<file path="config.mk">
export PLATFORM = sky130hd
export DESIGN_NAME = amna_cell
export DESIGN_NICKNAME = d
export VERILOG_FILES = /design/src/hdl/amna_cell.sv
export SDC_FILE = /design/constraint.sdc
export NUM_CORES = 1
export LEC_CHECK = 0
export BUFFER_PORTS_ARGS = -buffer_cell sky130_fd_sc_hd__buf_2
export CORE_MARGIN = 2
export CORE_UTILIZATION = 40
export CTS_BUF_LIST = sky130_fd_sc_hd__clkbuf_8
export CTS_CLUSTER_DIAMETER = 60
export DETAILED_ROUTE_END_ITERATION = 6
export GPL_ROUTABILITY_DRIVEN = 0
export HOLD_SLACK_MARGIN = 0.12
export PLACE_DENSITY = 0.78
export SYNTH_ARGS = -nofsm -noshare
export SYNTH_HDL_FRONTEND = slang
export SYNTH_SLANG_ARGS = --single-unit
</file>
<file path="constraint.sdc">
create_clock -name clk_i -period 0.8 [get_ports clk_i]
set_input_delay 0.08 -clock clk_i [delete_from_list [all_inputs] [get_ports clk_i]]
set_output_delay 0.08 -clock clk_i [all_outputs]
set_load 0.01 [all_outputs]
</file>
<file path="src/hdl/amna_cell.sv">
`timescale 1ns / 1ps
// ---------------------------------------------------------------------------
// amna_cell: one tap of the sample window
// Holds one sample and passes it to the next cell on every shift.
// ---------------------------------------------------------------------------
module amna_cell (
  input  logic        clk_i,
  input  logic        rst_ni,
  input  logic        shift_i,
  input  logic [15:0] data_i,
  output logic [15:0] data_o
);
  logic [15:0] data_q;

  always_ff @(posedge clk_i or negedge rst_ni) begin
    if (!rst_ni) begin
      data_q <= '0;
    end else if (shift_i) begin
      data_q <= data_i;
    end
  end

  assign data_o = data_q;
endmodule

</file>
==> results.md <==
- Post-synthesis cell count: 34
- CP startpoint kind: register
- Crit path DAT: 750 ps
- Vias per cell: 4.70
- Worst reg-to-reg path cell count: 1
- Fin. Hold Viols: 0
- Status: finished, violations left
- Area of the multi-input gates: 218 µm²
- Clk Latency, worst-skew pair: 240 ps
- Min-Delay Path Depth: 2
- Setup violators final: 16
- Top-count cell post-synth: dfrtp_1
- Max Fanout on Critical Path: 2
- Die Y: 44.3 µm
- Congestion Overflow GR: 0
- Internal power: 1.42 mW
- Cell family with most CP delay: flip-flops
- Lkg Pwr: 0.462 nW
- WL final: 1.16 mm
- Post-synthesis sequential area ratio: 0.617
- Power density cells: 2080 nW/µm²
- Fillers: 132
- Comb power frac: 0.185
- Hold_ws: 70.8 ps
- Routed Antenna Nets: 0
- DRT iter0 DRCs: 0
- Initial antenna violation count: 0
- Worst-Margin Slew: 347 ps
- Overall Global Routing Usage: 0.130
- Area leader, netlist: dfrtp_1
- Dominant synthesized flop cell: dfrtp_1
- Worst path slowest cell: dfrtp_1
- Top-area cell type share of the netlist area: 0.617
- CTS clk-pin slew, worst paths: 60 ps
- Layout cells sized above 1: 0.761
- Initial Util: 0.431
- Worst Skew: 0 ps
- WL/cell: 13.4 µm
- Total Power: 1.83 mW
- Sw frac: 0.223
- Critical path data required time: 720 ps
- Share of power burned in registers: 0.507
- Setup CP Type: register to output port
- EDFF count, synth: 0
- Async set or reset register ratio after synthesis: 1.00
- Clock share of power: 0.308
- Peak supply drop: 1.13 mV
- # DRC: 0
- Post-CTS setup buffer count: 0
- Drt first pass iters: 1
- CP cell instances: buf_2
- Crit end category: output port
- CTS Hold Bufs: 1
- FF/Latch Area: 400 µm²
- Slew Limit Fails: 0
- RSZ-0062 raised after global routing: yes
- Commonest cells in the netlist: dfrtp_1 (16), mux2_4 (10), mux2_2 (6)
- Psw: 0.407 mW
- Final setup margin: -34.5 ps
- Pre-CTS setup slack: -17.0 ps
- CTS Buf Count: 3
- Seq cells post-synth: 16
- Die X: 44.3 µm
- Max H-tree Level: 1
- Global-route wire length before repair: 1.77 mm
- NumNets Final: 92
- Yosys warns: 0
- Row count: 14
- Area of the core: 1510 µm²
- Die ar.: 1960 µm²
- Post-synth cell types: 5
- Final worst-path cycle share: 1.04
- Clock sink count: 16
- Syn avg cell area: 19.1 µm²
- Synthesized area: 649 µm²
- Slew margin rel.: 0.768
- Crit path time final: 835 ps
- Mapped Nets: 53
- Max reg flops: 16
- Vias in the first global route: 416
- Number of port buffers: 34
- Failing checks: setup timing
- CP bufs+invs: 1
- Largest net degree at the start of global routing: 17
- Ant diodes: 0
- CTS tree: yes
- Ports: 35
- Top post-synthesis cells by area: dfrtp_1 (62%), mux2_4 (23%), mux2_2 (10%)
- Slowest stage delay, CP: 380 ps
- Max Freq: 1200 MHz
- CTS Root Cell: clkbuf_8
- Max Cap Viol: 0
- Via count: 409
- Worst path depth: 1
- Hold Crit Class: primary input to register
- Syn-to-layout area delta: 35.5%
- Clk buf depth: 2
[logic make-up after synthesis]
kind of cell / after synthesis / synth area share
buf+inv: 2 / 0.0482
flops: 16 / 0.617
mux: 16 / 0.335
[stage by stage]
stage	utilization	instances	setup TNS [ps]	cell area, µm²
5_1_grt	0.584	87	-948	880
6_report	0.584	87	-448	880
2_1_floorplan	-	34	0	649
3_3_place_gp	0.550	83	-2.89	828
3_5_place_dp	0.550	83	-69.9	828
4_1_cts	0.584	87	-588	880
[placed cells by master, fill, tap and decap left out]
| master | n |
|---|---|
| mux2_4 | 10 |
| mux2_2 | 6 |
| clkbuf_8 | 3 |
| dlygate4sd3_1 | 1 |
| buf_12 | 1 |
| dfrtp_1 | 16 |
| buf_2 | 34 |
[area by class of cell]
class	count	area share
clock buffer	3	0.0469
multi-input combinational	16	0.248
sequential	16	0.455
tap	16	0.0228
timing repair buffer	36	0.228
[path summary, 6_finish.rpt]
kind / slack (ps) / to / from
worst max-delay path: -30 / data_o[3] / data_o[3]
worst min-delay path: 70 / data_o[5] / data_i[5]
worst max register to register: 40 / data_o[6] / data_o[6]
worst min register to register: 500 / data_o[4] / data_o[4]
max in group asynchronous: 260 / data_o[7] / rst_ni
min in group asynchronous: 280 / data_o[10] / rst_ni
[layer usage]
metal / global-route usage / share of wire / up-vias
met5: 0 / 0 / -
met4: 0.0727 / 0 / 0
met3: 0.0367 / 0.065 / 0
met2: 0.215 / 0.53 / 14
met1: 0.152 / 0.40 / 205
li1: - / - / 190
[repair_timing]
item,4_1_cts,5_1_grt
setup endpoints to repair,16,16
endpoints found under the hold margin,32,16
gates resized for setup,0,0
[power groups by stage]
stage | Combinational (mW) | Sequential [mW] | Clock, mW
final | 0.338 | 0.928 | 0.563
after global routing | 0.366 | 0.939 | 0.616
after CTS | 0.345 | 0.929 | 0.582
after detailed placement | 0.337 | 0.943 | 0
after global placement | 0.333 | 0.940 | 0
after floorplan | 0.145 | 0.985 | 0
No activity file was read; power rests on OpenSTA's default activity.
