File: src/hdl/amna_median.sv
`timescale 1ns / 1ps
// ---------------------------------------------------------------------------
// amna_median: median of a small window
// Rank count over the taps; the element with the middle rank is chosen.
// ---------------------------------------------------------------------------
module amna_median #(
  parameter int unsigned WindowSize = 5
) (
  input  logic [WindowSize*16-1:0] win_i,
  output logic [15:0]              med_o
);
  localparam int unsigned Mid = WindowSize / 2;
  localparam int unsigned CntW = $clog2(WindowSize + 1);

  always_comb begin
    logic [CntW-1:0] less, leq;
    med_o = '0;
    for (int i = 0; i < WindowSize; i++) begin
      less = '0;
      leq  = '0;
      for (int j = 0; j < WindowSize; j++) begin
        if (win_i[j*16 +: 16] < win_i[i*16 +: 16]) less = less + 1'b1;
        if (win_i[j*16 +: 16] <= win_i[i*16 +: 16]) leq = leq + 1'b1;
      end
      if (less <= CntW'(Mid) && leq > CntW'(Mid)) med_o = win_i[i*16 +: 16];
    end
  end
endmodule

File: config.mk
export PLATFORM = sky130hd
export DESIGN_NAME = amna_median
export DESIGN_NICKNAME = d
export VERILOG_FILES = /design/src/hdl/amna_median.sv
export SDC_FILE = /design/constraint.sdc
export NUM_CORES = 1
export LEC_CHECK = 0
export BUFFER_PORTS_ARGS = -buffer_cell sky130_fd_sc_hd__buf_2
export CAP_MARGIN = 5
export CORE_MARGIN = 3
export CORE_UTILIZATION = 55
export DETAILED_ROUTE_END_ITERATION = 12
export PLACE_DENSITY_LB_ADDON = 0.08
export SYNTH_ARGS = -nofsm -noshare
export SYNTH_HDL_FRONTEND = slang
export SYNTH_SLANG_ARGS = --single-unit
File: constraint.sdc
create_clock -name vclk -period 7.9
set_clock_uncertainty 0.1 [all_clocks]
set_input_delay 1.58 -clock vclk [all_inputs]
set_output_delay 1.58 -clock vclk [all_outputs]
set_load 0.05 [all_outputs]
==> summary.txt <==
Place
  • GPL Wtd Cong: ~1
  • Area after DPL: about 7400 sq um
  • HPWL Detailed: between 20000 and 25000 microns
  • Port buffer count: 96
  • Placed instance count: around 1100
  • Pre-CTS WS: -0.0639 ns

Route
  • First drt pass iteration count: 5
  • Routed WL: roughly 25000 microns
  • Vias/cell: 6.78
  • Number of remaining DRC errors: 0
  • DR WL/cell: 22.9 microns
  • Post-route ant nets: 0
  • Vias post-DR: 7490
  • Iteration-0 DRC Markers: 790

Timing
  • Period utilization: 0.987
  • Worst setup margin: roughly 0.099 ns
  • Slew @ Worst Pin: 0.725 ns
  • Hold Vio Cnt, Final: 0
  • Setup_tns: 0 ns
  • Min Tclk post-route: 7.80 ns
  • Fmax: 128 MHz
  • Fin Hold WS: 3.43 ns
  • Max Slew Vio Count: 0
  • Worst rel slew slack: 0.512
  • Final setup vio count: 0

Cells and area
  • FFs & Latches: 0
  • ANT cells: 0
  • Ratio of cells with drive above 1 in the final layout: 0.208
  • Design Area, Final: approximately 7600 sq um
  • CLK BUF: 0
  • Fin cells: 1105
  • Commonest cells after routing, fill and taps aside: ha_1 (189), inv_1 (85), buf_2 (80), nor2_1 (70), a21oi_1 (65)
  • Most common cell after layout, fill and taps aside: ha_1
  • Area Growth Syn to Fin: 18.8%
  • Storage cell area: 0 sq um
  • Nets: 1240

Clocking
  • Hold buffers post-CTS: 0

Worst setup path
  • CP Max Fanout: 10
  • Startpoint types: primary input
  • Crit. End Element: output pin
  • CP peak stage delay: 0.41 ns
  • Crit-path most repeated cell: ha_1
  • Critical path's slowest cell: a211oi_2
  • Worst Path Arrival: around 6.1 ns
  • Worst-path cell chain: buf_2, inv_1, ha_1, nand4_1, nor2_1, o2bb2ai_1, a211oi_2, a21oi_2, ha_1, xnor2_2, ha_1, mux2_2, ha_1, xnor3_1, o221ai_4, o31ai_4, buf_12, o31ai_2, buf_4
  • CP Data Required Time: 6.22 ns
  • Crit Path Category: primary input to output pin

Yosys
  • Synth area leader: ha_1
  • Area contributors post-synth: ha_1 (37%), a21oi_1 (5.2%), inv_1 (5.0%), nor2_1 (4.1%), nand2_1 (3.2%)
  • Synthesis Warnings: 0
  • Syn avg cell area: 7.63 sq um
  • Top cell type's share of synthesized area: 0.373
  • Synth Cell Area: ~6400 sq um
  • Cell count after synthesis: around 840
  • Synthesized Nets: roughly 1100
  • Register area share after synthesis: 0
  • Synth cell types: slightly below 80

Global route
  • GRT Residual Overflow: 0
  • Pin count of the biggest net entering global routing: 17
  • First-pass GRT wire length: between 30000 and 40000 microns
  • Initial antenna violation count: 0
  • Vias in the first global route: 7403
  • Gr usage total: 0.378

Floorplanning
  • Core area: between 10000 and 15000 sq um
  • IO Pins: 96
  • # rows: 38
  • Initial Util: 0.575
  • Die width: 114 microns
  • Die Y: 114 microns
  • Die area: between 10000 and 15000 sq um

Outcome
  • Status: finished clean

Worst hold path
  • Hold Path Class: primary input to output pin

Power
  • Leakage: around 0.0038 uW
  • Power Dens Cells: between 200 and 300 nW/um^2
  • Max VDD drop: about 0.36 mV

Run
  • Max-Cap Viols: 0
through the flow:
| stage | power [uW] | utilization |
|---|---|---|
| 6_report | 1930 | 0.683 |
| 5_1_grt | 2030 | 0.683 |
| 4_1_cts | 1760 | 0.665 |
| 3_5_place_dp | 1730 | 0.664 |
| 3_3_place_gp | 1680 | 0.664 |
| 2_1_floorplan | 1220 | - |
path summary, 6_finish.rpt:
kind	start	end	slack [ns]	depth (start not counted)
min	win_i[69]	med_o[5]	3.43	4
max	win_i[79]	med_o[6]	0.1	19
area by class of cell:
| type | count | area [sq um] |
|---|---|---|
| multi-input combinational | 730 | 6040 |
| tap | 140 | 175 |
| timing repair buffer | 148 | 1020 |
| inverter | 87 | 327 |
| fill | 956 | 3520 |
kinds of logic (layout without fill, tap and decap cells):
family,after synthesis,count (layout),synth area share
adders and majority gates,193,193,0.383
and+or+nand+nor,273,273,0.228
muxes,20,20,0.0324
AOI/OAI and AO/OA,234,234,0.273
buffers and inverters,105,235,0.0680
xor gates and xnor gates,10,10,0.0159
power by group:
| part | internal (uW) | switching, uW | total, uW |
|---|---|---|---|
| Sequential | 0 | 0 | 0 |
| Clock | 0 | 0 | 0 |
| Combinational | 741 | 1180 | 1930 |
routing by layer:
metal / part of all wire / up-vias / GRT usage
li1: - / 3464 / -
met1: 0.41 / 3443 / 0.496
met2: 0.43 / 495 / 0.610
met3: 0.11 / 88 / 0.0695
met4: 0.046 / 0 / 0.156
met5: 0 / - / 0
synthesized netlist by cell type (10+ instances only):
master    instances
nand4_1          28
nor4b_1          15
mux2i_1          17
nand3_1          14
o31ai_2          11
o21a_1           13
nor2_1           70
clkbuf_1         10
o21ai_1          10
a21o_1           12
nand2_1          55
nor4_1           27
a21oi_1          66
ha_1            190
o31ai_1          10
nor2b_1          11
o21ai_0          39
inv_1            85
timing repair:
item | 4_1_cts | 5_1_grt
resized for setup | 6 | 43
setup buffers | 0 | 6
pin swaps | 0 | 8
setup endpoints to repair | 16 | 16
critical path: cells and delay by family:
kind | cells | cell delay [ns]
buf+inv | 4 | 0.75
xor+xnor | 2 | 0.55
fa+ha+maj | 4 | 1.16
mux | 1 | 0.29
simple gates | 2 | 0.35
compound gates | 6 | 1.43
(Power assumes the default switching activity.)
